## src/rtl/nalsp_pkg.sv

```systemverilog
`default_nettype none

package nalsp_pkg;

  localparam int OFFSET_W       = 32;
  localparam int CFG_DATA_W     = 32;
  localparam int CFG_ADDR_W     = 3;
  localparam int PREFIX_CFG_W   = 3;
  localparam int START_CODE_LEN = 3;
  localparam logic [PREFIX_CFG_W-1:0] MAX_PREFIX_BYTES = 3'd4;
  localparam logic [PREFIX_CFG_W-1:0] ANNEXB_MODE      = 3'd0;

  // register index, taken from paddr[2]
  localparam logic REG_LENGTH_PREFIX = 1'b0;

  typedef struct packed {
    logic [OFFSET_W-1:0] unit_offset;
    logic [OFFSET_W-1:0] payload_offset;
    logic [7:0]          header;
  } unit_t;

endpackage

`default_nettype wire

```

## src/rtl/nalsp_front.sv

```systemverilog
`default_nettype none

module nalsp_front #(
  parameter int POSITION_BITS = 32
) (
  input  wire logic                                clk,
  input  wire logic                                rst_n,
  input  wire logic                                restart,
  input  wire logic [nalsp_pkg::PREFIX_CFG_W-1:0]  prefix_cfg,
  input  wire logic                                accept,
  input  wire logic [7:0]                          data_byte,
  input  wire logic                                buffer_end,
  output logic                                     push,
  output nalsp_pkg::unit_t                         push_unit
);

  localparam logic [1:0] PH_SCAN   = 2'd0;
  localparam logic [1:0] PH_HEADER = 2'd1;
  localparam logic [1:0] PH_HELD   = 2'd2;

  logic [POSITION_BITS-1:0]           pos_r;
  logic [1:0]                         phase_r, phase_nxt;
  logic [1:0]                         zrun_r, zrun_nxt;
  logic [2:0]                         cnt_r, cnt_nxt;
  logic [7:0]                         hdr_r, hdr_nxt;
  logic [POSITION_BITS-1:0]           start_r, start_nxt;
  logic [31:0]                        acc_r, acc_nxt;
  logic [31:0]                        skip_r, skip_nxt;
  logic [nalsp_pkg::PREFIX_CFG_W-1:0] size;
  logic                               emit;
  logic [POSITION_BITS-1:0]           emit_start;
  logic [POSITION_BITS-1:0]           emit_payload;
  logic [7:0]                         emit_hdr;
  logic                               held;
  logic [31:0]                        acc_base;
  logic [2:0]                         cnt_inc;

  assign size = (prefix_cfg > nalsp_pkg::MAX_PREFIX_BYTES) ?
                nalsp_pkg::MAX_PREFIX_BYTES : prefix_cfg;

  always_comb begin
    phase_nxt    = phase_r;
    zrun_nxt     = zrun_r;
    cnt_nxt      = cnt_r;
    hdr_nxt      = hdr_r;
    start_nxt    = start_r;
    acc_nxt      = acc_r;
    skip_nxt     = skip_r;
    emit         = 1'b0;
    emit_start   = start_r;
    emit_payload = start_r + POSITION_BITS'(nalsp_pkg::START_CODE_LEN);
    emit_hdr     = hdr_r;
    held         = 1'b0;
    acc_base     = '0;
    cnt_inc      = cnt_r + 3'd1;
    if (size == nalsp_pkg::ANNEXB_MODE) begin
      if (phase_r == PH_HELD) begin
        emit      = 1'b1;
        phase_nxt = PH_SCAN;
      end
      if (phase_r == PH_HEADER) begin
        hdr_nxt   = data_byte;
        start_nxt = pos_r - POSITION_BITS'(nalsp_pkg::START_CODE_LEN);
        phase_nxt = PH_HELD;
        zrun_nxt  = {1'b0, data_byte == 8'd0};
      end else if (data_byte == 8'd0) begin
        if (zrun_r != 2'd3) begin
          zrun_nxt = zrun_r + 2'd1;
        end
      end else if (data_byte == 8'd1 && zrun_r >= 2'd2) begin
        phase_nxt = PH_HEADER;
        zrun_nxt  = 2'd0;
      end else begin
        zrun_nxt = 2'd0;
      end
    end else begin
      held = (phase_r == PH_HELD);
      if (phase_r == PH_HEADER) begin
        emit         = 1'b1;
        emit_payload = pos_r;
        emit_hdr     = data_byte;
        held         = 1'b1;
        phase_nxt    = PH_HELD;
      end
      if (held && skip_r != 32'd0) begin
        skip_nxt = skip_r - 32'd1;
        if (skip_r == 32'd1) begin
          phase_nxt = PH_SCAN;
        end
      end else begin
        // length prefix byte
        if (cnt_r == 3'd0) begin
          start_nxt = pos_r;
        end else begin
          acc_base = acc_r;
        end
        acc_nxt = {acc_base[23:0], data_byte};
        if (cnt_inc >= size) begin
          skip_nxt  = {acc_base[23:0], data_byte};
          cnt_nxt   = 3'd0;
          phase_nxt = PH_HEADER;
        end else begin
          cnt_nxt   = cnt_inc;
          phase_nxt = PH_SCAN;
        end
      end
    end
  end

  assign push                     = accept && emit;
  assign push_unit.unit_offset    = nalsp_pkg::OFFSET_W'(emit_start);
  assign push_unit.payload_offset = nalsp_pkg::OFFSET_W'(emit_payload);
  assign push_unit.header         = emit_hdr;

  always_ff @(posedge clk) begin
    if (!rst_n || restart) begin
      pos_r   <= '0;
      phase_r <= PH_SCAN;
      zrun_r  <= 2'd0;
      cnt_r   <= 3'd0;
    end else if (accept) begin
      if (buffer_end) begin
        pos_r   <= '0;
        phase_r <= PH_SCAN;
        zrun_r  <= 2'd0;
        cnt_r   <= 3'd0;
      end else begin
        pos_r   <= pos_r + POSITION_BITS'(1);
        phase_r <= phase_nxt;
        zrun_r  <= zrun_nxt;
        cnt_r   <= cnt_nxt;
      end
    end
  end

  always_ff @(posedge clk) begin
    if (accept) begin
      hdr_r   <= hdr_nxt;
      start_r <= start_nxt;
      acc_r   <= acc_nxt;
      skip_r  <= skip_nxt;
    end
  end

endmodule

`default_nettype wire

```

## src/rtl/nalsp_queue.sv

```systemverilog
`default_nettype none

module nalsp_queue (
  input  wire logic              clk,
  input  wire logic              rst_n,
  input  wire logic              push,
  input  wire nalsp_pkg::unit_t  push_unit,
  output logic                   full,
  output logic                   not_empty,
  input  wire logic              pop,
  output nalsp_pkg::unit_t       pop_unit
);

  nalsp_pkg::unit_t slot_r [2];
  logic             wr_ptr_r;
  logic             rd_ptr_r;
  logic [1:0]       count_r;

  assign full      = (count_r == 2'd2);
  assign not_empty = (count_r != 2'd0);
  assign pop_unit  = slot_r[rd_ptr_r];

  always_ff @(posedge clk) begin
    if (!rst_n) begin
      wr_ptr_r <= 1'b0;
      rd_ptr_r <= 1'b0;
      count_r  <= 2'd0;
    end else begin
      if (push) begin
        wr_ptr_r <= ~wr_ptr_r;
      end
      if (pop) begin
        rd_ptr_r <= ~rd_ptr_r;
      end
      if (push && !pop) begin
        count_r <= count_r + 2'd1;
      end else if (pop && !push) begin
        count_r <= count_r - 2'd1;
      end
    end
  end

  always_ff @(posedge clk) begin
    if (push) begin
      slot_r[wr_ptr_r] <= push_unit;
    end
  end

endmodule

`default_nettype wire

```

## src/rtl/nalsp_back.sv

```systemverilog
`default_nettype none

module nalsp_back (
  input  wire logic                            clk,
  input  wire logic                            rst_n,
  input  wire logic                            q_not_empty,
  input  wire nalsp_pkg::unit_t                q_unit,
  output logic                                 q_pop,
  output logic                                 out_valid,
  input  wire logic                            out_ready,
  output logic [nalsp_pkg::OFFSET_W-1:0]       out_unit_offset,
  output logic [nalsp_pkg::OFFSET_W-1:0]       out_payload_offset,
  output logic                                 out_forbidden_zero,
  output logic [1:0]                           out_reference_priority,
  output logic [4:0]                           out_unit_kind
);

  logic valid_r;

  assign q_pop     = q_not_empty && (!valid_r || out_ready);
  assign out_valid = valid_r;

  always_ff @(posedge clk) begin
    if (!rst_n) begin
      valid_r <= 1'b0;
    end else if (q_pop) begin
      valid_r <= 1'b1;
    end else if (out_ready) begin
      valid_r <= 1'b0;
    end
  end

  always_ff @(posedge clk) begin
    if (q_pop) begin
      out_unit_offset        <= q_unit.unit_offset;
      out_payload_offset     <= q_unit.payload_offset;
      out_forbidden_zero     <= q_unit.header[7];
      out_reference_priority <= q_unit.header[6:5];
      out_unit_kind          <= q_unit.header[4:0];
    end
  end

endmodule

`default_nettype wire

```

## src/rtl/h264_nal_unit_splitter_core.sv

```systemverilog
// Path: a unit found by the byte parser goes through the two-item queue, then the output register, to out_*.
// Throughput: one byte per cycle while the queue is not full; the byte parser updates its state on each accepted byte.
// A two-item queue and the output register let input run while a result waits.
// Reset (rst_n low, synchronous): parser back to Annex B search at offset 0,
// length_prefix_bytes cleared, queue and output emptied.
`default_nettype none

module h264_nal_unit_splitter_core #(
  parameter int POSITION_BITS = 32
) (
  input  wire logic                                  clk,
  input  wire logic                                  rst_n,
  input  wire logic                                  psel,
  input  wire logic                                  penable,
  input  wire logic                                  pwrite,
  input  wire logic [nalsp_pkg::CFG_ADDR_W-1:0]      paddr,
  input  wire logic [nalsp_pkg::CFG_DATA_W-1:0]      pwdata,
  output logic [nalsp_pkg::CFG_DATA_W-1:0]           prdata,
  output logic                                       pready,
  input  wire logic                                  in_valid,
  output logic                                       in_ready,
  input  wire logic [7:0]                            in_data_byte,
  input  wire logic                                  in_buffer_end,
  output logic                                       out_valid,
  input  wire logic                                  out_ready,
  output logic [nalsp_pkg::OFFSET_W-1:0]             out_unit_offset,
  output logic [nalsp_pkg::OFFSET_W-1:0]             out_payload_offset,
  output logic                                       out_forbidden_zero,
  output logic [1:0]                                 out_reference_priority,
  output logic [4:0]                                 out_unit_kind
);

  logic [nalsp_pkg::PREFIX_CFG_W-1:0] prefix_cfg_r;
  logic                               cfg_wr;
  logic                               accept;
  logic                               push;
  logic                               q_full;
  logic                               q_not_empty;
  logic                               q_pop;
  nalsp_pkg::unit_t                   push_unit;
  nalsp_pkg::unit_t                   q_unit;

  assign pready   = 1'b1;
  assign cfg_wr   = psel && penable && pwrite && (paddr[2] == nalsp_pkg::REG_LENGTH_PREFIX);
  assign prdata   = (paddr[2] == nalsp_pkg::REG_LENGTH_PREFIX) ?
                    nalsp_pkg::CFG_DATA_W'(prefix_cfg_r) : '0;
  assign in_ready = !q_full;
  assign accept   = in_valid && in_ready;

  always_ff @(posedge clk) begin
    if (!rst_n) begin
      prefix_cfg_r <= nalsp_pkg::ANNEXB_MODE;
    end else if (cfg_wr) begin
      prefix_cfg_r <= pwdata[nalsp_pkg::PREFIX_CFG_W-1:0];
    end
  end

  nalsp_front #(
    .POSITION_BITS (POSITION_BITS)
  ) u_front (
    .clk        (clk),
    .rst_n      (rst_n),
    .restart    (cfg_wr),
    .prefix_cfg (prefix_cfg_r),
    .accept     (accept),
    .data_byte  (in_data_byte),
    .buffer_end (in_buffer_end),
    .push       (push),
    .push_unit  (push_unit)
  );

  nalsp_queue u_queue (
    .clk       (clk),
    .rst_n     (rst_n),
    .push      (push),
    .push_unit (push_unit),
    .full      (q_full),
    .not_empty (q_not_empty),
    .pop       (q_pop),
    .pop_unit  (q_unit)
  );

  nalsp_back u_back (
    .clk                    (clk),
    .rst_n                  (rst_n),
    .q_not_empty            (q_not_empty),
    .q_unit                 (q_unit),
    .q_pop                  (q_pop),
    .out_valid              (out_valid),
    .out_ready              (out_ready),
    .out_unit_offset        (out_unit_offset),
    .out_payload_offset     (out_payload_offset),
    .out_forbidden_zero     (out_forbidden_zero),
    .out_reference_priority (out_reference_priority),
    .out_unit_kind          (out_unit_kind)
  );

endmodule

`default_nettype wire

```

## config.mk

```make
export PLATFORM = sky130hd
export DESIGN_NAME = h264_nal_unit_splitter_core
export DESIGN_NICKNAME = d
export VERILOG_FILES = /design/src/rtl/nalsp_pkg.sv /design/src/rtl/nalsp_front.sv /design/src/rtl/nalsp_queue.sv /design/src/rtl/nalsp_back.sv /design/src/rtl/h264_nal_unit_splitter_core.sv
export SDC_FILE = /design/constraint.sdc
export NUM_CORES = 1
export LEC_CHECK = 0
export BUFFER_PORTS_ARGS = -buffer_cell sky130_fd_sc_hd__buf_2
export CAP_MARGIN = 20
export CORE_ASPECT_RATIO = 0.75
export CORE_MARGIN = 1.5
export CORE_UTILIZATION = 40
export CTS_CLUSTER_DIAMETER = 100
export DETAILED_ROUTE_END_ITERATION = 7
export PLACE_DENSITY = 0.62
export SYNTH_ARGS = -nofsm -noshare
export SYNTH_HDL_FRONTEND = slang
export SYNTH_HIERARCHICAL = 1
export SYNTH_SLANG_ARGS = --single-unit
```

## constraint.sdc

```tcl
create_clock -name clk -period 15.2 [get_ports clk]
set_clock_uncertainty 0.15 [all_clocks]
set_input_delay 1.52 -clock clk [delete_from_list [all_inputs] [get_ports clk]]
set_output_delay 1.52 -clock clk [all_outputs]
set_load 0.02 [all_outputs]
```

# Word-level counts from Yosys, hierarchy flattened
# Memories as Yosys holds them, arrays and structs flattened. A register that Yosys moved wholly into a read port is not among the register bits.
# Cells that the tools add are included.
# word_totals
in_bits	51
memories	1
mem_bits_rw	144
wordCells	120
out_inout_bits	107
ff_bits	143
# memory_table
memory	depth	width	rd	rd_ports_with_merged_regs	wr	line	text
u_queue.slot_r	2	72	1	1	1	nalsp_queue.sv:14	nalsp_pkg::unit_t slot_r [2];
# op_classes
n_reduce_logical	34
n_lt_le_gt_ge	3
bitwise_logic	5
mux	44
n_eq_ne	12
addsub	8
# op_table
operator	n
$mux 32	9
$add 32x1->32 const B	1
$add 32x2->32 const B	1
$eq 32x1->1 const B	1
$mux 2	16
$reduce_bool 32->1	1
$sub 32x1->32 const B	1
$sub 32x2->32 const B	1
$mux 24	1
$mux 3	6
$mux 8	2
$reduce_and 3->1	4
$reduce_bool 2->1	6
$logic_and 1x1->1	10
$mux 1	10
$eq 8x1->1 const B	1
$logic_not 8->1	1
$ne 2x2->1 const B	4
$logic_not 3->1	2
$logic_not 1->1	5
$ne 5x3->1 const B	1
$not 1->1	5
$add 2x1->2 const B	2
$eq 2x2->1 const B	2
other kinds (11)	13

# Longest topological paths before layout
# Gate-level depths: netlist of the first run.
# logic_depth
word_depth	9
mapped_depth	11
mapped_depth_nobuf	8

# By module
# The synthesis of the first run kept the hierarchy.
# modules_own_cells
module	area_each_um2	cells_per_inst	seq_area_each_um2	instances
nalsp_front	7881.3	852	3663.5	1
nalsp_queue	5442.7	246	4424.2	1
nalsp_back	2209.6	76	2182.1	1
h264_nal_unit_splitter_core	402.9	51	60.1	1

# Least setup slack after synthesis of the first run
# OpenSTA, ideal clock, no wires.
# synth_path
path_type	input -> register
from	in in_valid
to	mem u_queue/slot_r[0][0] (netlist name) (enable)
cell_stages	5
required_ps	14538
n_path_buf	2
arrival_ps	5729
setup_ps	512
path_slack_ps	8809
path_cell_list	nor2b_1 -> clkbuf_1 -> clkbuf_1 -> a21boi_0 -> nor2b_1
# synth_via
elab_chain_len	4
# synth_rtl
item	line	text
from (decl)	h264_nal_unit_splitter_core.sv:20	input wire logic in_valid,
$logic_and 1x1->1	h264_nal_unit_splitter_core.sv:48	assign accept = in_valid && in_ready;
$logic_and 1x1->1	nalsp_front.sv:110	assign push = accept && emit;
via push	h264_nal_unit_splitter_core.sv:36	logic push;
$mux 1	nalsp_queue.sv:44	if (push) begin
$mux 1 (implied by the code)	nalsp_queue.sv:45	slot_r[wr_ptr_r] <= push_unit;
to (decl)	nalsp_queue.sv:14	
# The timed path passes the listed nets, and every way through them passes these cells.

# Worst setup path in the final report of the first run
# layout_path
from	reg u_front.phase_r[0]
to	mem u_queue/slot_r[0][6] (netlist name) (enable)
# layout_via
elab_chain_len	6
word_cells_on_any_way	8
cone_classes	eq/ne: 2; mux: 5; reduce/logical: 1
# layout_rtl
item	line	text
from (decl)	nalsp_front.sv:22	logic [1:0] phase_r, phase_nxt;
from (signal assigned)	nalsp_front.sv:129	phase_r <= phase_nxt;
$eq 2x1->1 / $eq 2x2->1 (equally long branches)	nalsp_front.sv:78, nalsp_front.sv:57	
$mux 1, on equally long branches	nalsp_front.sv:78, nalsp_front.sv:57	
$mux 1 *	nalsp_front.sv:56	if (size == nalsp_pkg::ANNEXB_MODE) begin
$logic_and 1x1->1 *	nalsp_front.sv:110	
via push	h264_nal_unit_splitter_core.sv:36	
$mux 1 *	nalsp_queue.sv:44	
$mux 1 (implied by the code) *	nalsp_queue.sv:45	
# Mark *: on every way through the listed nets, which the timed path passes. The rest lies on a longest branch.

==> summary.txt, run 1 <==
Run status
  • Outcome: complete, no violations

Detailed routing
  • DRC: 0
  • Drt pass-1 iters: 5
  • DRC violation total after the first TritonRoute iteration: 696
  • Final antenna-violating net count: 0
  • Routed vias: 9,384
  • Avg WL per Cell: 17.0 um
  • Wirelength, routed: 31,400 um
  • DR vias/cell: 5.08

Critical path
  • CP endpoint kind: flop
  • Worst EP required: 15.17 ns
  • RR Endpoint: u_queue/slot_r[0][6]
  • Top delay family on crit path: buffers and inverters
  • CP max stage delay: 0.72 ns
  • CP arrival: 3.80 ns
  • CP max stage cell: buf_4
  • R2R depth: 6
  • Nature of the critical path startpoint: flop
  • WS Path Type: flop to flop
  • Crit path top cell by count: buf_4
  • Crit-path cells: ha_1, nand2_2, buf_4, a21boi_0, nor2b_4, buf_4
  • CP Max Fanout: 69
  • Worst path buffer plus inverter count: 2
  • R2R Path Start: u_front/phase_r[0]
  • Worst R2R Setup Slack: 11.38 ns

Clock tree
  • Clk slew on worst S/H paths: 0.06 ns
  • Post-cts repair resize count: 0
  • Clock Latency Late Sink: 0.53 ns
  • CTS Root Cell: clkbuf_16
  • Inserted Clock Buffers: 37
  • CTS Sinks: 360
  • Clock buffer depth: 3
  • H-tree Lvls: 2
  • Setup bufs post-CTS: 0
  • # hold bufs at CTS: 0
  • CTS tree: done

Run
  • Max cap viols: 0

Timing
  • Minimum clock period: 3.82 ns
  • Unrepaired setup endpoints after global routing: false
  • Final TNS setup: 0 ns
  • Relative slew slack: 27.1%
  • Setup violators final: 0
  • Period utilisation layout: 25.1%
  • Final hold vios: 0
  • Worst Max-Slew Pin Slew: 1.09 ns
  • Max Clk Rate: 0.262 GHz
  • Slew Limit Fails: 0

Synth
  • Area contributors post-synth: edfxtp_1 59%, dfxtp_1 6.0%, mux2_2 5.7%
  • Combinational family with the most area after synthesis: simple AND/OR/NAND/NOR gates
  • Post-synthesis adder-cell area fraction: 1.26%
  • Share of flip-flops with an asynchronous set or reset: 0%
  • Cells after synthesis: 1,225
  • Synth Cell Area: 15,900 sq um
  • Syn_area_per_cell: 13.0 sq um
  • Simple-Gate Fraction of Synth Area: 13.5%
  • Top cell type's share of synthesized area: 58.8%
  • Yosys cell types: 64
  • Register bit total from synthesis: 360
  • Number of synthesized flops with an enable pin: 312
  • Most instantiated cells after synthesis: 312 x edfxtp_1, 127 x nor2_1, 80 x mux2_2
  • Xor and xnor area share after synthesis: 6.43%
  • Mux cell area share after synthesis: 5.91%
  • Sequential element share of the synthesized area: 64.8%
  • Ys flop type: edfxtp_1
  • Synth Area in Compound Gates: 3.93%
  • Count leader, synth: edfxtp_1
  • Yosys warns: 6
  • Post-synth top area cell: edfxtp_1

Placed design
  • Placed Area: 16,700 sq um
  • RePlAce Congestion: 0.804
  • Post-DP HPWL: 20,400 um
  • Port Buf Inserts: 96

Power
  • Lkg Pwr: 6.09 nW
  • Worst vdd ir: 0.0823 mV
  • PD cells: 147 nW/um^2

Layout
  • Finished layout cell area: 17,900 sq um
  • Fin nets: 1,367
  • Ant. Diodes: 0
  • Layout area overhead: 12.4%
  • Fill count: 3,581
  • Layout cells sized above 1: 20.3%

Floorplan
  • Die width: 233 um
  • Die ar.: 41,100 sq um
  • Starting Density: 40.4%
  • DIE HEIGHT: 176 um
  • Num rows: 63
  • CORE AREA: 39,400 sq um
  • I/O Pins: 158

Worst hold path
  • Worst min path class: flop to flop
  • Hold EP: u_queue/slot_r[0][71]
  • Min-delay src: u_front/emit_start[31]
  • Hold path depth: 0

GRT
  • All-layer global routing usage: 15.4%
  • Number of global-route vias before repair: 8,860
  • Largest net degree at the start of global routing: 73
  • Overflow after GRT: 0
  • First-pass GRT wire length: 49,500 um
  • Initial antenna violation count: 1
## routing by layer
metal / share of wire [%] / track usage (%) / vias up / routed length (um)
li1: - / - / 4535 / -
met1: 52 / 24.7 / 4571 / 16300
met2: 41 / 21.3 / 243 / 12900
met4: 1.5 / 3.69 / 0 / 477
met3: 5.4 / 2.76 / 35 / 1710
met5: 0 / 0 / - / 0
## layout make-up
type	count	area (sq um)	share of cell area (%)
clock buffers	45	998	5.58
flip-flops and latches	360	10300	57.7
inverters	24	90.1	0.503
well taps	520	651	3.63
multi-input cells	769	5090	28.4
repair buffers	108	591	3.30
clock inverters	21	156	0.873
## worst max path at each step
stage,start,depth (start not counted),slack (ns),endpoint
6_report,u_front/phase_r[0],6,11.38,u_queue/slot_r[0][6]
5_1_grt,u_front/phase_r[0],6,11.08,u_queue/slot_r[0][6]
3_5_place_dp,in_valid,6,10.94,u_queue/slot_r[0][52]
3_3_place_gp,in_valid,6,11.00,u_queue/slot_r[0][52]
4_1_cts,u_front/phase_r[0],6,11.38,u_queue/slot_r[0][6]
2_1_floorplan,in_valid,5,8.81,u_queue/slot_r[0][0]
## per-stage QoR
stage	setup slack [ns]	hold slack [ns]	util, %	power, mW	std cells
floorplan	8.81	0.295	-	1.66	1253
finish	11.38	0.343	45.4	2.63	1847
global placement	11.00	0.327	42.4	1.79	1780
global route	11.08	0.366	45.4	2.75	1847
CTS	11.38	0.350	45.4	2.66	1846
detailed placement	10.94	0.340	42.4	1.79	1780
## report_power, final
part | total, mW | switching, mW | internal [mW]
Sequential | 1.28 | 0.0408 | 1.24
Combinational | 0.486 | 0.313 | 0.174
Clock | 0.862 | 0.360 | 0.502
## registers in the layout, indices dropped and copies added, names as in the netlist, 5 cells and up, named ones only
name                       flops
u_back/out_unit_kind           5
u_front/hdr_r                  8
u_front/acc_r                 24
u_front/skip_r                32
u_queue/slot_r               144
u_front/pos_r                 32
u_back/out_payload_offset     32
u_front/emit_start            32
u_back/out_unit_offset        32
## worst reg2reg max path, cell delays in order (launching register included)
cell	delay, ns
dfxtp_1	0.40
ha_1	0.68
nand2_2	0.07
buf_4	0.36
a21boi_0	0.60
nor2b_4	0.32
buf_4	0.72
## cells in the final DEF (no fill, tap or decap), types with 39 or more instances in the layout
master / netlist / routed
nor2_1: 127 / 125
mux2_2: 80 / 80
clkbuf_16: 0 / 39
buf_2: 6 / 96
edfxtp_1: 312 / 312
a21oi_1: 43 / 43
nand3_1: 39 / 39
nand2_1: 72 / 71
o21ai_0: 43 / 43
xnor2_1: 59 / 59
xor2_1: 58 / 58
dfxtp_1: 48 / 47
## cells by family after synthesis
kind of cell | Yosys count
adders and majority gates | 16
and+or+nand+nor | 412
other | 2
xor gates and xnor gates | 117
AOI/OAI and AO/OA | 110
muxes | 84
buffers and inverters | 124
DFF | 360
No activity file was read; power rests on OpenSTA's default activity.
==> run 2: changes to the inputs <==
==> constraint.sdc (replaced) <==
create_clock -name clk -period 3.9 [get_ports clk]
set_clock_uncertainty 0.15 [all_clocks]
set_input_delay 0.39 -clock clk [delete_from_list [all_inputs] [get_ports clk]]
set_output_delay 0.39 -clock clk [all_outputs]
set_load 0.02 [all_outputs]
==> run 2 against run 1 <==
  * Combinational power grew to 3.8 times the previous value
  * Wire length is 1.8% higher
  * Die area stayed put
  * Setup slack worse by 11 ns
  * Via count is 0.61% higher
  * Fmax is 21% higher
  * Total power grew to 4.0 times the previous value
  * Critical path type unchanged
==> summary.txt, run 2 (same netlist as run 1, synthesis figures left out) <==
Layout
  • Max reg flops: 144
  • Final core utilization: 46.0%
  • Commonest cells after routing, fill and taps aside: 312 x edfxtp_1, 125 x nor2_1, 96 x buf_2, 80 x mux2_2, 71 x nand2_1
  • Largest Register: u_queue/slot_r
  • Ant. Diodes: 0
  • Layout Cells excl Fill: 1,867
  • Finished layout cell area: 18,100 sq um
  • Layout area overhead: 13.8%
  • Fin nets: 1,385
  • Layout cells sized above 1: 20.7%
  • Commonest non-fill, non-tap cell in the layout: edfxtp_1

Detailed routing
  • Routed vias: 9,441
  • DRC: 0
  • DRC violation total after the first TritonRoute iteration: 688
  • Wirelength, routed: 32,000 um
  • DR vias/cell: 5.06
  • Drt pass-1 iters: 4
  • Final antenna-violating net count: 0
  • Avg WL per Cell: 17.1 um

Clock tree
  • Clk slew on worst S/H paths: 0.06 ns
  • CTS tree: done
  • H-tree Lvls: 2
  • CTS Sinks: 360
  • CTS Root Cell: clkbuf_16
  • Clock Latency Late Sink: 0.52 ns
  • Post-cts repair resize count: 0
  • Inserted Clock Buffers: 37
  • Clock buffer depth: 3

Timing
  • Final hold vios: 0
  • Relative slew slack: 34.4%
  • Period utilisation layout: 81.3%
  • Max Clk Rate: 0.316 GHz
  • Minimum clock period: 3.17 ns
  • Final WS setup: 0.731 ns
  • Setup violators final: 0
  • Worst Max-Slew Pin Slew: 0.984 ns
  • Worst hold slack: 0.0294 ns
  • Slew Limit Fails: 0
  • Final TNS setup: 0 ns
  • Unrepaired setup endpoints after global routing: false

Placed design
  • Port Buf Inserts: 96
  • Post-DP HPWL: 20,700 um
  • RePlAce Congestion: 0.783
  • Cells after DPL: 1,789
  • Placed Area: 16,800 sq um
  • Pre-CTS setup slack: 0.743 ns

Critical path
  • Worst EP required: 3.92 ns
  • Crit path from: u_front/skip_r[27]
  • WS Path Type: flop to flop
  • CP Max Fanout: 32
  • R2R Path Start: u_front/skip_r[27]
  • CP endpoint kind: flop
  • Nature of the critical path startpoint: flop
  • CP arrival: 3.19 ns

GRT
  • All-layer global routing usage: 15.6%
  • Number of global-route vias before repair: 8,888
  • Initial antenna violation count: 0
  • Largest net degree at the start of global routing: 74
  • First-pass GRT wire length: 50,000 um
  • Overflow after GRT: 0

Worst hold path
  • Min-delay src: in_data_byte[7]
  • Worst min path class: input pin to flop

Floorplan
  • I/O Pins: 158
  • Die ar.: 41,100 sq um
  • DIE HEIGHT: 176 um
  • Die width: 233 um
  • Num rows: 63
  • CORE AREA: 39,400 sq um
  • Starting Density: 40.4%

Power
  • PD cells: 573 nW/um^2
  • Power Total: 10.4 mW
  • Lkg Pwr: 6.20 nW
  • Worst vdd ir: 0.291 mV

Run status
  • Outcome: complete, no violations

Run
  • Max cap viols: 0
run 2: cell count changes in the layout (fill, tap and decap cells not counted), sizes merged:
cell,delta
buf,+9
bufinv,+1
clkbuf,+4
clkinv,-4
clkinvlp,+1
dlygate4sd3,+9
run 2: final cells by class:
cell class,instances,area (sq um)
clock buffers,49,1020
clock inverters,19,175
fillers,3502,21300
inverters,24,90.1
multi-input cells,769,5080
flip-flops and latches,360,10300
well taps,520,651
repair buffers,126,786
run 2: power breakdown:
group          internal (mW)  switching, mW  leakage (nW)
clock                   2.05           1.43         0.573
combinational          0.706           1.14          2.40
sequential              4.82          0.243          3.23
run 2: path summary, 6_finish.rpt:
path                            slack (ns)                    end  cells past startpoint
worst max-delay path                  0.73  u_front/emit_start[6]                      6
worst min-delay path                  0.03       u_front/acc_r[7]                      1
worst max register to register        0.73  u_front/emit_start[6]                      6
worst min register to register        0.36     u_queue/count_r[1]                      2
run 2: what timing repair did:
action	4_1_cts	5_1_grt
setup buffers	0	0
hold endpoints to repair	9	0
hold buffers	9	0
run 2: critical path, stage by stage (launching register included):
cell and delay, ns:
edfxtp_1 0.40, or4_2 0.75, nor2_2 0.34, a41oi_2 0.33
o31ai_1 0.30, and2_1 0.15, buf_4 0.37
run 2: layer usage:
layer / up-vias / share of wire (%) / wire length, um / GRT usage (%)
li1: 4571 / - / - / -
met1: 4590 / 52 / 16800 / 25.2
met2: 236 / 40 / 12900 / 21.5
met3: 44 / 5.5 / 1760 / 2.79
met4: 0 / 1.6 / 504 / 3.63
met5: - / 0 / 0 / 0
==> run 3: changes to the inputs <==
--- a/config.mk
+++ b/config.mk
@@ -5,6 +5,7 @@
 export SDC_FILE = /design/constraint.sdc
 export NUM_CORES = 1
 export LEC_CHECK = 0
+export ABC_AREA = 1
 export BUFFER_PORTS_ARGS = -buffer_cell sky130_fd_sc_hd__buf_2
 export CAP_MARGIN = 20
 export CORE_ASPECT_RATIO = 0.75
@@ -12,7 +13,7 @@
 export CORE_UTILIZATION = 40
 export CTS_CLUSTER_DIAMETER = 100
 export DETAILED_ROUTE_END_ITERATION = 7
-export PLACE_DENSITY = 0.62
+export PLACE_DENSITY = 0.61
 export SYNTH_ARGS = -nofsm -noshare
 export SYNTH_HDL_FRONTEND = slang
 export SYNTH_HIERARCHICAL = 1
==> constraint.sdc (replaced) <==
create_clock -name clk -period 3.1 [get_ports clk]
set_clock_uncertainty 0.15 [all_clocks]
set_input_delay 0.31 -clock clk [delete_from_list [all_inputs] [get_ports clk]]
set_output_delay 0.31 -clock clk [all_outputs]
set_load 0.02 [all_outputs]
==> run 3 against run 2 <==
  * First-iteration DRC count is 42% higher
  * Final area is 7.7% higher
  * Worst hold slack better by 0.0031 ns
  * Register-to-register slack worse by 0.24 ns
  * Clock power is 20% higher
  * Die area is 7.2% higher
  * Total power is 28% higher
  * Highest routed layer unchanged
==> summary.txt, run 3 <==
Placed design
  • Port Buf Inserts: 96
  • Post-DP HPWL: 27,800 um
  • RePlAce Congestion: 0.928
  • Placed Area: 18,300 sq um

Synth
  • Count leader, synth: edfxtp_1
  • Post-synth top area cell: edfxtp_1
  • Syn_area_per_cell: 10.7 sq um
  • Register bit total from synthesis: 360
  • Cells after synthesis: 1,593
  • Synth Cell Area: 17,100 sq um
  • Share of flip-flops with an asynchronous set or reset: 0%
  • Ys flop type: edfxtp_1
  • Sequential element share of the synthesized area: 60.4%
  • Top cell type's share of synthesized area: 54.8%
  • Area contributors post-synth: edfxtp_1 55%, nand2_1 6.3%, mux2_4 6.1%
  • Number of synthesized flops with an enable pin: 312
  • Yosys warns: 6
  • Yosys cell types: 47
  • Most instantiated cells after synthesis: 312 x edfxtp_1, 285 x nand2_1, 202 x nor2_1

Layout
  • Layout cells sized above 1: 17.0%
  • Layout area overhead: 14.3%
  • Fill count: 3,911
  • Finished layout cell area: 19,500 sq um
  • Final core utilization: 46.4%
  • Commonest cells after routing, fill and taps aside: 312 x edfxtp_1, 285 x nand2_1, 199 x nor2_1, 180 x inv_1, 96 x buf_2
  • Commonest non-fill, non-tap cell in the layout: edfxtp_1
  • Ant. Diodes: 0
  • Fin nets: 1,799
  • Max reg flops: 144
  • Largest Register: u_queue/slot_r

Timing
  • Final TNS setup: 0 ns
  • Unrepaired setup endpoints after global routing: false
  • Slew Limit Fails: 0
  • Relative slew slack: 44.4%
  • Worst Max-Slew Pin Slew: 0.833 ns
  • Minimum clock period: 2.61 ns
  • Max Clk Rate: 0.383 GHz
  • Period utilisation layout: 84.3%
  • Final hold vios: 0
  • Setup violators final: 0
  • Worst hold slack: 0.0325 ns

Critical path
  • WS Path Type: flop to flop
  • CP Max Fanout: 32
  • CP arrival: 2.86 ns
  • R2R Path Start: u_front/skip_r[20]
  • Nature of the critical path startpoint: flop
  • Crit path from: u_front/skip_r[20]
  • CP endpoint kind: flop
  • Worst EP required: 3.35 ns

GRT
  • First-pass GRT wire length: 60,500 um
  • Number of global-route vias before repair: 10,849
  • Initial antenna violation count: 0
  • All-layer global routing usage: 17.6%
  • Overflow after GRT: 0
  • Largest net degree at the start of global routing: 67

Clock tree
  • Clock Latency Late Sink: 0.54 ns
  • Setup bufs post-CTS: 0
  • Clk slew on worst S/H paths: 0.06 ns
  • Post-cts repair resize count: 0
  • CTS Sinks: 360
  • Clock buffer depth: 3
  • Inserted Clock Buffers: 38
  • CTS tree: done
  • CTS Root Cell: clkbuf_16
  • H-tree Lvls: 2

Detailed routing
  • Drt pass-1 iters: 6
  • DRC violation total after the first TritonRoute iteration: 978
  • Avg WL per Cell: 16.7 um
  • DR vias/cell: 4.91
  • DRC: 0
  • Wirelength, routed: 38,900 um
  • Routed vias: 11,432
  • Final antenna-violating net count: 0

Power
  • PD cells: 682 nW/um^2
  • Worst vdd ir: 0.527 mV
  • Power Total: 13.3 mW
  • Lkg Pwr: 7.67 nW

Worst hold path
  • Worst min path class: input pin to flop
  • Min-delay src: psel

Floorplan
  • Die ar.: 44,000 sq um
  • CORE AREA: 42,100 sq um
  • I/O Pins: 158
  • Die width: 242 um
  • DIE HEIGHT: 182 um
  • Starting Density: 40.6%
  • Num rows: 65

Run
  • Max cap viols: 0

Run status
  • Outcome: complete, no violations
run 3: cell count changes in the layout (fill, tap and decap cells not counted), moves of 38 or more:
cell     before  now
xnor2_1      59   19
nand2_1      71  285
nand3_1      39   77
mux2_2       80    2
nor2_1      125  199
o21ai_0      43   87
inv_1        24  180
mux2_4        0   70
run 3: worst max-delay path: stages (launching register included):
cell      delay [ns]
edfxtp_1        0.44
nor2_2          0.20
nand2_1         0.09
nor2_1          0.29
nand2_1         0.19
nor2_2          0.16
nor2_4          0.17
nor2_4          0.12
buf_4           0.37
nor2_1          0.15
nand2_1         0.09
a21oi_1         0.06
run 3: layout make-up:
type | count | area (sq um) | area share, %
clock buffers | 50 | 1040 | 5.31
clock inverters | 18 | 91.3 | 0.467
inverters | 188 | 709 | 3.63
multi-input cells | 1004 | 5680 | 29.1
flip-flops and latches | 360 | 10300 | 52.9
well taps | 569 | 712 | 3.64
repair buffers | 140 | 976 | 4.99
run 3: metal layers:
layer | track usage [%] | wire, um
met5 | 0 | 0
met4 | 4.28 | 635
met3 | 3.65 | 3020
met2 | 24.6 | 15600
met1 | 27.6 | 19600
run 3: final timing paths:
kind	to	slack, ns	cells after the start
setup / recovery	u_front/cnt_r[2]	0.49	11
hold / removal	prefix_cfg_r[2]	0.03	5
setup reg to reg	u_front/cnt_r[2]	0.49	11
hold reg to reg	u_queue/slot_r[0][41]	0.33	0
run 3: timing repair:
item | CTS | global route
hold buffers | 16 | 0
endpoints found under the hold margin | 18 | 0
setup endpoints to repair | 0 | 0
run 3: where the power goes:
group	total (mW)	leakage [nW]	internal, mW	switching (mW)
Sequential	6.41	3.24	6.11	0.304
Combinational	2.75	3.87	1.03	1.72
Clock	4.16	0.557	2.36	1.80
run 3: cell families (layout without fill, tap and decap cells):
group / Yosys count / in the layout / synth area share [%]
mux: 72 / 72 / 6.28
fa+ha+maj: 16 / 16 / 1.17
xor+xnor: 62 / 62 / 3.18
flops: 360 / 360 / 60.4
simple gates: 684 / 684 / 17.4
buf+inv: 257 / 396 / 7.10
compound gates: 140 / 140 / 4.39
other cells: 2 / 30 / 0.0439
run 3: stage by stage:
stage	worst slack, ns	std cells
final	0.487	2329
after global placement	0.569	2245
after global routing	0.284	2329
after floorplan	-0.0973	1621
after detailed placement	0.534	2245
after CTS	0.516	2329
